[config.mk]
export PLATFORM = sky130hd
export DESIGN_NAME = swipe_velocity_tracker_top
export DESIGN_NICKNAME = d
export VERILOG_FILES = /design/src/sv/svt_pkg.sv /design/src/sv/svt_ring.sv /design/src/sv/svt_div.sv /design/src/sv/swipe_velocity_tracker_top.sv
export VERILOG_INCLUDE_DIRS = /design/src /design/src/sv
export SDC_FILE = /design/constraint.sdc
export NUM_CORES = 2
export LEC_CHECK = 0
export ABC_CLOCK_PERIOD_IN_PS = 39000
export BUFFER_PORTS_ARGS = -buffer_cell sky130_fd_sc_hd__buf_2
export CAP_MARGIN = 20
export CORE_MARGIN = 5
export CORE_UTILIZATION = 65
export CTS_CLUSTER_SIZE = 10
export DETAILED_ROUTE_END_ITERATION = 6
export GPL_ROUTABILITY_DRIVEN = 0
export PLACE_DENSITY = 0.8
export SYNTH_ARGS = -nofsm -noshare
export SYNTH_HDL_FRONTEND = slang
export SYNTH_SLANG_ARGS = --single-unit
[constraint.sdc]
create_clock -name clk -period 39 [get_ports clk]
set_input_delay 1.95 -clock clk [delete_from_list [all_inputs] [get_ports clk]]
set_output_delay 1.95 -clock clk [all_outputs]
set_load 0.05 [all_outputs]
[src/sv/swipe_velocity_tracker_top_defines.svh]
// ----------------------------------------------------------------------------
// Swipe velocity tracker assertion macros
// Assertion helpers for the tracker; they expand to nothing under synthesis.
// ----------------------------------------------------------------------------
`ifndef SWIPE_VELOCITY_TRACKER_TOP_DEFINES_SVH
`define SWIPE_VELOCITY_TRACKER_TOP_DEFINES_SVH
`ifndef SYNTHESIS
`define SVT_ASSERT(lbl, prop) \
	lbl: assert property (@(posedge clk) disable iff (!arst_n) prop) \
		else $error("svt assertion failed");
`define SVT_ASSERT_ALWAYS(lbl, prop) \
	lbl: assert property (@(posedge clk) prop) else $error("svt assertion failed");
`else
`define SVT_ASSERT(lbl, prop)
`define SVT_ASSERT_ALWAYS(lbl, prop)
`endif
`endif

[src/sv/svt_pkg.sv]
// ----------------------------------------------------------------------------
// Swipe velocity tracker package
// Shared types and codes of the tracker.
// ----------------------------------------------------------------------------
package svt_pkg;

	localparam logic CMD_STORE = 1'b0;
	localparam logic CMD_CLEAR = 1'b1;

	localparam logic REG_WINDOW_LENGTH = 1'b0;
	localparam logic REG_MIN_GAP       = 1'b1;

	localparam logic [4:0]  WINDOW_LENGTH_RESET = 5'd16;
	localparam logic [19:0] MIN_GAP_RESET       = 20'd1000;

	typedef enum logic [3:0] {
		ST_IDLE,
		ST_PREP,
		ST_RD0,
		ST_LOADA,
		ST_PAIR,
		ST_MUL,
		ST_DIVGO,
		ST_DIVW,
		ST_NEXTP,
		ST_MEANGO,
		ST_MEANW,
		ST_FIN
	} state_t;

	typedef struct packed {
		logic start;
	} div_ctl_t;

endpackage

[src/sv/svt_ring.sv]
// ----------------------------------------------------------------------------
// Swipe velocity tracker sample ring
// Single-port-write, single-port-read memory with a registered read.
// ----------------------------------------------------------------------------
module svt_ring #(
	parameter int DEPTH = 16,
	parameter int AW    = 4
) (
	input  logic          clk,
	input  logic          we,
	input  logic [AW-1:0] waddr,
	input  logic [63:0]   wdata,
	input  logic [AW-1:0] raddr,
	output logic [63:0]   rdata
);

	logic [63:0] mem [DEPTH];
	logic [63:0] rdata_q;

	always_ff @(posedge clk) begin
		if (we) begin
			mem[waddr] <= wdata;
		end
		rdata_q <= mem[raddr];
	end

	assign rdata = rdata_q;

endmodule

[src/sv/svt_div.sv]
// ----------------------------------------------------------------------------
// Swipe velocity tracker divider
// Restoring unsigned divider, one quotient bit per cycle.
// ----------------------------------------------------------------------------
module svt_div #(
	parameter int QW = 40
) (
	input  logic             clk,
	input  logic             arst_n,
	input  svt_pkg::div_ctl_t ctl_in,
	input  logic [QW-1:0]    dividend,
	input  logic [31:0]      divisor,
	output logic             done,
	output logic [QW-1:0]    quotient
);

	localparam int NW = $clog2(QW + 1);

	logic [31:0]   rem_q;
	logic [QW-1:0] quo_q;
	logic [31:0]   div_q;
	logic [NW-1:0] cnt_q;
	logic          busy_q;
	logic          done_q;
	logic [32:0]   trial;
	logic          ge;

	assign trial = {rem_q, quo_q[QW-1]};
	assign ge    = trial >= {1'b0, div_q};

	always_ff @(posedge clk or negedge arst_n) begin
		if (!arst_n) begin
			busy_q <= 1'b0;
			done_q <= 1'b0;
			cnt_q  <= '0;
		end else if (ctl_in.start) begin
			busy_q <= 1'b1;
			done_q <= 1'b0;
			cnt_q  <= NW'(QW);
		end else if (busy_q) begin
			cnt_q <= cnt_q - 1'b1;
			if (cnt_q == NW'(1)) begin
				busy_q <= 1'b0;
				done_q <= 1'b1;
			end
		end
	end

	always_ff @(posedge clk) begin
		if (ctl_in.start) begin
			rem_q <= '0;
			quo_q <= dividend;
			div_q <= divisor;
		end else if (busy_q) begin
			rem_q <= ge ? 32'(trial - {1'b0, div_q}) : trial[31:0];
			quo_q <= {quo_q[QW-2:0], ge};
		end
	end

	assign done     = done_q;
	assign quotient = quo_q;

endmodule

[src/sv/swipe_velocity_tracker_top.sv]
// ----------------------------------------------------------------------------
// Swipe velocity tracker
// Windowed touch sample store with mean pair velocity and swipe distance.
// ----------------------------------------------------------------------------
//  channel | signals                         | direction
//  in      | in_valid/in_ready, cmd..stamp   | sample or clear command
//  out     | out_valid/out_ready, vel..count | one result beat per input beat
//  cfg     | cfg_valid/cfg_ready, index/data | register writes, always ready
//
// One item at a time. A clear goes from PREP straight to FIN. A store runs
// each timed pair through the two bit-serial dividers, QW = 16 + log2(TPS) +
// log2(WINDOW_DEPTH) (40 at defaults) bits wide, then the mean if any pair
// was timed; skipped pairs bypass the dividers. A waiting result does not block
// the next input beat; the block stalls only at the end of the following item.
// The ring needs no clearing after reset.
`include "swipe_velocity_tracker_top_defines.svh"
module swipe_velocity_tracker_top #(
	parameter int WINDOW_DEPTH     = 16,
	parameter int TICKS_PER_SECOND = 1000000
) (
	input  logic               clk,
	input  logic               arst_n,
	input  logic               in_valid,
	output logic               in_ready,
	input  logic               cmd,
	input  logic signed [15:0] pos_x,
	input  logic signed [15:0] pos_y,
	input  logic [31:0]        time_stamp,
	output logic               out_valid,
	input  logic               out_ready,
	output logic signed [31:0] vel_x,
	output logic signed [31:0] vel_y,
	output logic signed [16:0] dist_x,
	output logic signed [16:0] dist_y,
	output logic signed [15:0] last_x,
	output logic signed [15:0] last_y,
	output logic [31:0]        last_time,
	output logic               is_empty,
	output logic [4:0]         sample_count,
	input  logic               cfg_valid,
	output logic               cfg_ready,
	input  logic               cfg_index,
	input  logic [19:0]        cfg_data
);

	localparam int AW = $clog2(WINDOW_DEPTH);
	localparam int CW = $clog2(WINDOW_DEPTH + 1);
	localparam int TW = $clog2(TICKS_PER_SECOND + 1);
	localparam int PW = 16 + TW;
	localparam int QW = PW + AW;
	localparam int SW = QW + 1;
	localparam logic [TW-1:0] TPS_C = TW'(TICKS_PER_SECOND);

	svt_pkg::state_t state_q, state_n;

	logic [4:0]  wlen_q;
	logic [19:0] min_gap_q;
	logic [AW-1:0] head_q;
	logic [CW-1:0] cnt_q;
	logic signed [15:0] org_x_q, org_y_q;
	logic        cmd_q;
	logic signed [15:0] in_x_q, in_y_q;
	logic [31:0] in_t_q;
	logic [CW-1:0] k_q, n_q;
	logic [63:0] prev_q;
	logic signed [SW-1:0] sum_x_q, sum_y_q;
	logic signed [31:0] res_x_q, res_y_q;
	logic signed [16:0] px_s1, py_s1;
	logic [PW-1:0] prod_x_s2, prod_y_s2;
	logic neg_x_s2, neg_y_s2;
	logic out_valid_q;
	logic signed [31:0] vel_x_q, vel_y_q;
	logic signed [16:0] dist_x_q, dist_y_q;
	logic signed [15:0] last_x_q, last_y_q;
	logic [31:0] last_t_q;
	logic        empty_q;
	logic [CW-1:0] count_q;

	function automatic logic [AW-1:0] slot(input logic [AW-1:0] base, input logic [CW-1:0] k);
		logic [CW:0] s;
		s = (CW + 1)'(base) + (CW + 1)'(k);
		if (s >= (CW + 1)'(WINDOW_DEPTH)) begin
			s = s - (CW + 1)'(WINDOW_DEPTH);
		end
		return AW'(s);
	endfunction

	// Window limit with zero read as one and large values read as the depth.
	logic [CW-1:0] limit;
	logic          drop;
	logic [AW-1:0] head_n;
	logic [CW-1:0] cnt_adj;
	always_comb begin
		if (wlen_q == 5'd0) begin
			limit = CW'(1);
		end else if (int'(wlen_q) > WINDOW_DEPTH) begin
			limit = CW'(WINDOW_DEPTH);
		end else begin
			limit = CW'(wlen_q);
		end
		drop    = (cnt_q >= limit) && (cnt_q != '0);
		head_n  = drop ? slot(head_q, CW'(1)) : head_q;
		cnt_adj = drop ? cnt_q - 1'b1 : cnt_q;
	end

	logic          ring_we;
	logic [AW-1:0] ring_waddr, ring_raddr;
	logic [63:0]   ring_rdata;
	assign ring_we    = (state_q == svt_pkg::ST_PREP) && (cmd_q == svt_pkg::CMD_STORE);
	assign ring_waddr = slot(head_n, cnt_adj);
	assign ring_raddr = slot(head_q, (state_q == svt_pkg::ST_NEXTP) ? k_q + 1'b1 : k_q);

	svt_ring #(.DEPTH(WINDOW_DEPTH), .AW(AW)) u_ring (
		.clk   (clk),
		.we    (ring_we),
		.waddr (ring_waddr),
		.wdata ({in_t_q, in_y_q, in_x_q}),
		.raddr (ring_raddr),
		.rdata (ring_rdata)
	);

	// Pair terms: prev_q is the older sample, the read data the newer one.
	logic [32:0] gap;
	logic        pair_ok;
	assign gap     = {1'b0, ring_rdata[63:32]} - {1'b0, prev_q[63:32]};
	assign pair_ok = !gap[32] && (gap[31:0] > 32'(min_gap_q));

	svt_pkg::div_ctl_t ctl_x, ctl_y;
	logic [QW-1:0] dvd_x, dvd_y, quo_x, quo_y;
	logic [31:0]   dvs;
	logic [31:0]   gap_q;
	logic          done_x, done_y;
	logic          mean_phase;

	assign mean_phase  = (state_q == svt_pkg::ST_MEANGO);
	assign ctl_x.start = (state_q == svt_pkg::ST_DIVGO) || mean_phase;
	assign ctl_y.start = ctl_x.start;
	assign dvd_x = mean_phase ? QW'(sum_x_q[SW-1] ? -sum_x_q : sum_x_q) : QW'(prod_x_s2);
	assign dvd_y = mean_phase ? QW'(sum_y_q[SW-1] ? -sum_y_q : sum_y_q) : QW'(prod_y_s2);
	assign dvs   = mean_phase ? 32'(n_q) : gap_q;

	svt_div #(.QW(QW)) u_div_x (
		.clk(clk), .arst_n(arst_n), .ctl_in(ctl_x), .dividend(dvd_x),
		.divisor(dvs), .done(done_x), .quotient(quo_x)
	);
	svt_div #(.QW(QW)) u_div_y (
		.clk(clk), .arst_n(arst_n), .ctl_in(ctl_y), .dividend(dvd_y),
		.divisor(dvs), .done(done_y), .quotient(quo_y)
	);

	function automatic logic signed [SW-1:0] apply_sign(input logic [QW-1:0] q, input logic neg);
		logic signed [SW-1:0] v;
		v = $signed({1'b0, q});
		return neg ? -v : v;
	endfunction

	function automatic logic signed [31:0] sat_mean(input logic [QW-1:0] q, input logic neg);
		logic signed [31:0] r;
		if (!neg) begin
			r = (q > QW'(32'h7fff_ffff)) ? 32'sh7fff_ffff : $signed(q[31:0]);
		end else begin
			r = (q > QW'(33'h0_8000_0000)) ? 32'sh8000_0000 : -$signed(q[31:0]);
		end
		return r;
	endfunction

	logic out_load;
	logic both_done;
	assign both_done = done_x && done_y;
	assign out_load  = (state_q == svt_pkg::ST_FIN) && (!out_valid_q || out_ready);
	assign in_ready  = (state_q == svt_pkg::ST_IDLE);
	assign cfg_ready = 1'b1;

	always_comb begin
		state_n = state_q;
		unique case (state_q)
			svt_pkg::ST_IDLE:   if (in_valid) state_n = svt_pkg::ST_PREP;
			svt_pkg::ST_PREP: begin
				if (cmd_q == svt_pkg::CMD_CLEAR || cnt_adj == '0) begin
					state_n = svt_pkg::ST_FIN;
				end else begin
					state_n = svt_pkg::ST_RD0;
				end
			end
			svt_pkg::ST_RD0:    state_n = svt_pkg::ST_LOADA;
			svt_pkg::ST_LOADA:  state_n = svt_pkg::ST_PAIR;
			svt_pkg::ST_PAIR:   state_n = pair_ok ? svt_pkg::ST_MUL : svt_pkg::ST_NEXTP;
			svt_pkg::ST_MUL:    state_n = svt_pkg::ST_DIVGO;
			svt_pkg::ST_DIVGO:  state_n = svt_pkg::ST_DIVW;
			svt_pkg::ST_DIVW:   if (both_done) state_n = svt_pkg::ST_NEXTP;
			svt_pkg::ST_NEXTP: begin
				if ((CW + 1)'(k_q) + 1'b1 < (CW + 1)'(cnt_q)) begin
					state_n = svt_pkg::ST_PAIR;
				end else if (n_q == '0) begin
					state_n = svt_pkg::ST_FIN;
				end else begin
					state_n = svt_pkg::ST_MEANGO;
				end
			end
			svt_pkg::ST_MEANGO: state_n = svt_pkg::ST_MEANW;
			svt_pkg::ST_MEANW:  if (both_done) state_n = svt_pkg::ST_FIN;
			svt_pkg::ST_FIN:    if (out_load) state_n = svt_pkg::ST_IDLE;
			default:            state_n = svt_pkg::ST_IDLE;
		endcase
	end

	always_ff @(posedge clk or negedge arst_n) begin
		if (!arst_n) begin
			state_q     <= svt_pkg::ST_IDLE;
			wlen_q      <= svt_pkg::WINDOW_LENGTH_RESET;
			min_gap_q   <= svt_pkg::MIN_GAP_RESET;
			head_q      <= '0;
			cnt_q       <= '0;
			org_x_q     <= '0;
			org_y_q     <= '0;
			out_valid_q <= 1'b0;
		end else begin
			state_q <= state_n;
			if (cfg_valid && cfg_ready) begin
				unique case (cfg_index)
					svt_pkg::REG_WINDOW_LENGTH: wlen_q    <= cfg_data[4:0];
					svt_pkg::REG_MIN_GAP:       min_gap_q <= cfg_data;
					default: ;
				endcase
			end
			if (state_q == svt_pkg::ST_PREP) begin
				if (cmd_q == svt_pkg::CMD_CLEAR) begin
					head_q  <= '0;
					cnt_q   <= '0;
					org_x_q <= '0;
					org_y_q <= '0;
				end else begin
					head_q <= head_n;
					cnt_q  <= cnt_adj + 1'b1;
					if (cnt_adj == '0) begin
						org_x_q <= in_x_q;
						org_y_q <= in_y_q;
					end
				end
			end
			if (out_load) begin
				out_valid_q <= 1'b1;
			end else if (out_ready) begin
				out_valid_q <= 1'b0;
			end
		end
	end

	always_ff @(posedge clk) begin
		unique case (state_q)
			svt_pkg::ST_IDLE: begin
				cmd_q  <= cmd;
				in_x_q <= pos_x;
				in_y_q <= pos_y;
				in_t_q <= time_stamp;
			end
			svt_pkg::ST_PREP: begin
				k_q     <= '0;
				n_q     <= '0;
				sum_x_q <= '0;
				sum_y_q <= '0;
				res_x_q <= '0;
				res_y_q <= '0;
			end
			svt_pkg::ST_RD0:   k_q <= CW'(1);
			svt_pkg::ST_LOADA: prev_q <= ring_rdata;
			svt_pkg::ST_PAIR: begin
				prev_q <= ring_rdata;
				px_s1  <= $signed({ring_rdata[15], ring_rdata[15:0]})
					- $signed({prev_q[15], prev_q[15:0]});
				py_s1  <= $signed({ring_rdata[31], ring_rdata[31:16]})
					- $signed({prev_q[31], prev_q[31:16]});
				gap_q  <= gap[31:0];
			end
			svt_pkg::ST_MUL: begin
				prod_x_s2 <= 16'(px_s1[16] ? -px_s1 : px_s1) * TPS_C;
				prod_y_s2 <= 16'(py_s1[16] ? -py_s1 : py_s1) * TPS_C;
				neg_x_s2  <= px_s1[16];
				neg_y_s2  <= py_s1[16];
			end
			svt_pkg::ST_DIVW: begin
				if (both_done) begin
					sum_x_q <= sum_x_q + apply_sign(quo_x, neg_x_s2);
					sum_y_q <= sum_y_q + apply_sign(quo_y, neg_y_s2);
					n_q     <= n_q + 1'b1;
				end
			end
			svt_pkg::ST_NEXTP: k_q <= k_q + 1'b1;
			svt_pkg::ST_MEANW: begin
				if (both_done) begin
					res_x_q <= sat_mean(quo_x, sum_x_q[SW-1]);
					res_y_q <= sat_mean(quo_y, sum_y_q[SW-1]);
				end
			end
			default: ;
		endcase
		if (out_load) begin
			vel_x_q <= res_x_q;
			vel_y_q <= res_y_q;
			count_q <= cnt_q;
			empty_q <= (cnt_q == '0);
			if (cnt_q == '0) begin
				dist_x_q <= '0;
				dist_y_q <= '0;
				last_x_q <= '0;
				last_y_q <= '0;
				last_t_q <= '0;
			end else begin
				dist_x_q <= 17'(in_x_q) - 17'(org_x_q);
				dist_y_q <= 17'(in_y_q) - 17'(org_y_q);
				last_x_q <= in_x_q;
				last_y_q <= in_y_q;
				last_t_q <= in_t_q;
			end
		end
	end

	assign out_valid    = out_valid_q;
	assign vel_x        = vel_x_q;
	assign vel_y        = vel_y_q;
	assign dist_x       = dist_x_q;
	assign dist_y       = dist_y_q;
	assign last_x       = last_x_q;
	assign last_y       = last_y_q;
	assign last_time    = last_t_q;
	assign is_empty     = empty_q;
	assign sample_count = 5'(count_q);

	`SVT_ASSERT(a_count_bound, cnt_q <= CW'(WINDOW_DEPTH))
	`SVT_ASSERT(a_one_at_a_time, (in_valid && in_ready) |=> !in_ready)
	`SVT_ASSERT(a_result_from_fin, $rose(out_valid) |-> $past(state_q == svt_pkg::ST_FIN))
	`SVT_ASSERT_ALWAYS(a_reset_idle, !arst_n |-> !out_valid)

endmodule

==> impl_metrics.env <==
export IMPL_cp_arrival_ns=7.99
export IMPL_post_cts_resized=0
export IMPL_cts_buffers=216
export IMPL_ant_nets=0
export IMPL_fp_coreArea_um2=146000
export IMPL_synth_fp_nets=7634
export IMPL_tritoncts="done"
export IMPL_clock_insertion_delay_worst_skew_ns=0.85
export IMPL_grt_first_pass_wirelength_um=357000
export IMPL_detailed_place_hpwl_um=141000
export IMPL_max_capacitance_violation_count=0
export IMPL_rsz_0062_raised_after_global_routing="false"
export IMPL_syn_to_final_growth_pct=10.5
export IMPL_setup_buffers_after_cts=0
export IMPL_seq_area_frac_synth_pct=59.2
export IMPL_nNetsFinal=7926
export IMPL_pin_count_of_the_biggest_net_entering_global_routing=123
export IMPL_finish_instance_area_um2=105000
export IMPL_final_common_cell="sky130_fd_sc_hd__edfxtp_1"
export IMPL_most_common_flop_cell_mapped_by_yosys="sky130_fd_sc_hd__edfxtp_1"
export IMPL_worst_r2r_setup_slack_ns=31.57
export IMPL_dpl_cell_area_um2=98700
export IMPL_min_path_cells=0
export IMPL_proportion_of_synthesized_flip_flops_having_asynchronous_set_or_reset_pct=4.50
export IMPL_die_area_um2=154000
export IMPL_synth_ff_latch_count=1932
export IMPL_slew_headroom_pct=24.3
export IMPL_yosys_cell_types_count=97
export IMPL_report_final_hold_viol_count=0
export IMPL_dieWidth_um=393
export IMPL_grt_ovfl_total=0
export IMPL_clkSlewWorstSetupHoldPaths_ns=0.05
export IMPL_grt_pass1_vias=60331
export IMPL_end_kind="flip-flop"
export IMPL_synth_edff_count=1717
export IMPL_wire_per_inst_um=25.2
export IMPL_vias=60307
export IMPL_syn_inst=6930
export IMPL_worst_clock_skew_ns=0.0743
export IMPL_io_pin_count=262
export IMPL_synth_xor_area_share_pct=4.26
export IMPL_post_drt_via_cell_ratio=6.47
export IMPL_tightestPinTransition_ns=1.14
export IMPL_synth_warn=0
export IMPL_initial_antenna_violation_count=9
export IMPL_run_status="completed"
export IMPL_ctsRootBufferMaster="sky130_fd_sc_hd__clkbuf_16"
export IMPL_cts_root_to_sink_buffers=3
export IMPL_post_route_util_pct=72.3
export IMPL_chipHeight_um=393
export IMPL_timing_final_max_slew_violations=0
export IMPL_basic_gate_share_of_the_synthesized_area_counting_and_or_nand_and_nor_cells_pct=7.48
export IMPL_port_buffers=260
export IMPL_htreeDepth=4
export IMPL_hp_class="reg2reg"
export IMPL_post_synth_instance_area_um2=95200
export IMPL_tritoncts_num_sinks=1932
export IMPL_drt_first_iter_violations=6368
export IMPL_max_freq_mhz=135
export IMPL_synth_top_family_by_area="adder cells"
export IMPL_global_route_usage_total_pct=30.5
export IMPL_tritonroute_pass_1_iters=7
export IMPL_synth_compound_area_share_pct=8.53
export IMPL_total_negative_setup_slacks_ns=0
export IMPL_synthMuxAreaShare_pct=8.62
export IMPL_cts_hold_fix_buffers=0
export IMPL_finalWirelength_um=235000
export IMPL_synth_adder_area_share_pct=8.92
export IMPL_starting_density_of_the_core_pct=65.4
export IMPL_register_to_register_path_depth=27
export IMPL_finalSetupViolations=0
export IMPL_worst_setup_path_start_kind="flip-flop"
export IMPL_drive_gt1_share_pct=13.9
export IMPL_drcViolationCount=0
export IMPL_worst_ep_required_time_ns=39.56
export IMPL_cp_class="reg2reg"
export IMPL_timing_final_crit_period_ns=7.43
export IMPL_path_max_fanout=8
export IMPL_floorplan_rows=140
export IMPL_most_common_layout_cells="1717 x sky130_fd_sc_hd__edfxtp_1, 504 x sky130_fd_sc_hd__ha_1, 490 x sky130_fd_sc_hd__inv_1"
export IMPL_min_period_over_period_pct=19.1
export IMPL_avgSynthCellArea_um2=13.7
[Yosys cell counts (13+ instances only)]
cell type                  number  share of area [%]
sky130_fd_sc_hd__mux2i_1       70               0.74
sky130_fd_sc_hd__o31a_1        13               0.12
sky130_fd_sc_hd__and3_1        34               0.22
sky130_fd_sc_hd__o41ai_1       15               0.14
sky130_fd_sc_hd__a21o_1       141                1.1
sky130_fd_sc_hd__nor2b_1       44               0.29
sky130_fd_sc_hd__nor3_1       111               0.58
sky130_fd_sc_hd__or3_1         54               0.35
sky130_fd_sc_hd__nand2_1      367                1.4
sky130_fd_sc_hd__a21oi_1      330                1.7
sky130_fd_sc_hd__o211ai_1      25               0.20
sky130_fd_sc_hd__clkbuf_1     231               0.91
sky130_fd_sc_hd__and2_1       107               0.70
sky130_fd_sc_hd__dfxtp_1      128                2.7
sky130_fd_sc_hd__or2_2         24               0.16
sky130_fd_sc_hd__edfxtp_1    1717                 54
sky130_fd_sc_hd__nor2_1       448                1.8
sky130_fd_sc_hd__xor2_1       153                1.4
sky130_fd_sc_hd__nand4_1       28               0.18
sky130_fd_sc_hd__nor4_1        16               0.11
sky130_fd_sc_hd__xnor2_1      310                2.9
sky130_fd_sc_hd__o22ai_1       14              0.092
sky130_fd_sc_hd__o22a_1        30               0.28
sky130_fd_sc_hd__or4_1         26               0.21
sky130_fd_sc_hd__ha_1         505                6.6
sky130_fd_sc_hd__a31oi_1       53               0.35
sky130_fd_sc_hd__mux2_2        26               0.31
sky130_fd_sc_hd__o21a_1        42               0.33
sky130_fd_sc_hd__o21bai_1      28               0.22
sky130_fd_sc_hd__nand3_1       73               0.38
sky130_fd_sc_hd__inv_1        491                1.9
sky130_fd_sc_hd__a22o_1        34               0.31
sky130_fd_sc_hd__dfrtp_1       80                2.1
sky130_fd_sc_hd__o21ai_0      345                1.8
sky130_fd_sc_hd__buf_1         21              0.083
sky130_fd_sc_hd__a21boi_0      22               0.17
sky130_fd_sc_hd__a211oi_1      37               0.29
sky130_fd_sc_hd__fa_1         108                2.3
sky130_fd_sc_hd__nand3b_1      31               0.24
sky130_fd_sc_hd__o31ai_1       47               0.37
sky130_fd_sc_hd__mux4_2       320                7.6
sky130_fd_sc_hd__nand2b_1      61               0.40
[final cells by class]
type	count	area [µm²]
diodes	2	5.00
clock buffers	375	6070
clock inverters	26	384
fillers	8874	40300
inverters	495	1860
multi-input cells	4241	36300
flip-flops and latches	1932	56300
well taps	1917	2400
repair buffers	336	1930
[state kept, by name, summed over array words and instances, names as in the netlist, 40 cells and up]
| name | count |
|---|---|
| u_ring.mem | 1024 |
| prev_q | 64 |
| u_ring.rdata | 64 |
| sum_x_q | 41 |
| sum_y_q | 41 |
| u_div_x.quotient | 40 |
| u_div_y.quotient | 40 |
[through the flow]
step | hold slack, ns | setup WS, ns | instances
global placement | 0.402 | 31.72 | 8920
finish | 0.416 | 31.57 | 9324
floorplan | 0.400 | 24.78 | 6930
global route | 0.413 | 31.06 | 9322
CTS | 0.416 | 31.53 | 9321
detailed placement | 0.405 | 31.57 | 8920
[per-layer routing]
layer  wire length (µm)  global-route usage (%)  vias up
met2             114000                    50.6     3549
met5                 52                       0        -
met3              22800                    6.07      613
met1              89500                    40.6    29616
li1                   -                       -    26521
met4               8420                    10.9        8
[worst paths after layout]
| path | endpoint | start |
|---|---|---|
| setup / recovery | prod_y_s2[34] | py_s1[0] |
| hold / removal | vel_x[31] | res_x_q[31] |
| setup reg to reg | prod_y_s2[34] | py_s1[0] |
| hold reg to reg | vel_x[31] | res_x_q[31] |
| max in group asynchronous | u_div_y.busy_q | arst_n |
| min in group asynchronous | org_x_q[11] | arst_n |
[cell families after synthesis]
logic type,Yosys count
flops,1932
simple gates,1469
compound gates,1278
buf+inv,757
fa+ha+maj,614
xor+xnor,463
mux,416
other cells,1
[critical path: stages, from the launching register on]
cell,delay (ns)
sky130_fd_sc_hd__edfxtp_1,0.52
sky130_fd_sc_hd__inv_1,0.19
sky130_fd_sc_hd__ha_1,0.19
sky130_fd_sc_hd__nand2_1,0.10
sky130_fd_sc_hd__o31ai_1,0.25
sky130_fd_sc_hd__xor2_1,0.56
sky130_fd_sc_hd__inv_1,0.21
sky130_fd_sc_hd__ha_1,0.34
sky130_fd_sc_hd__fa_1,0.46
sky130_fd_sc_hd__fa_1,0.54
sky130_fd_sc_hd__inv_1,0.06
sky130_fd_sc_hd__fa_1,0.53
sky130_fd_sc_hd__inv_1,0.04
sky130_fd_sc_hd__ha_1,0.26
sky130_fd_sc_hd__inv_1,0.05
sky130_fd_sc_hd__fa_1,0.53
sky130_fd_sc_hd__inv_1,0.05
sky130_fd_sc_hd__ha_1,0.24
sky130_fd_sc_hd__a2111o_1,0.29
sky130_fd_sc_hd__a21oi_1,0.18
sky130_fd_sc_hd__o41ai_1,0.11
sky130_fd_sc_hd__a21oi_1,0.23
sky130_fd_sc_hd__nor2_1,0.11
sky130_fd_sc_hd__o311ai_0,0.45
sky130_fd_sc_hd__a21oi_1,0.15
sky130_fd_sc_hd__o21ai_0,0.25
sky130_fd_sc_hd__a21oi_1,0.12
sky130_fd_sc_hd__xor2_1,0.15
Power is left out: the tool's default activity adds up to more than one toggle a clock period on the data nets, which glitch-free logic cannot reach.
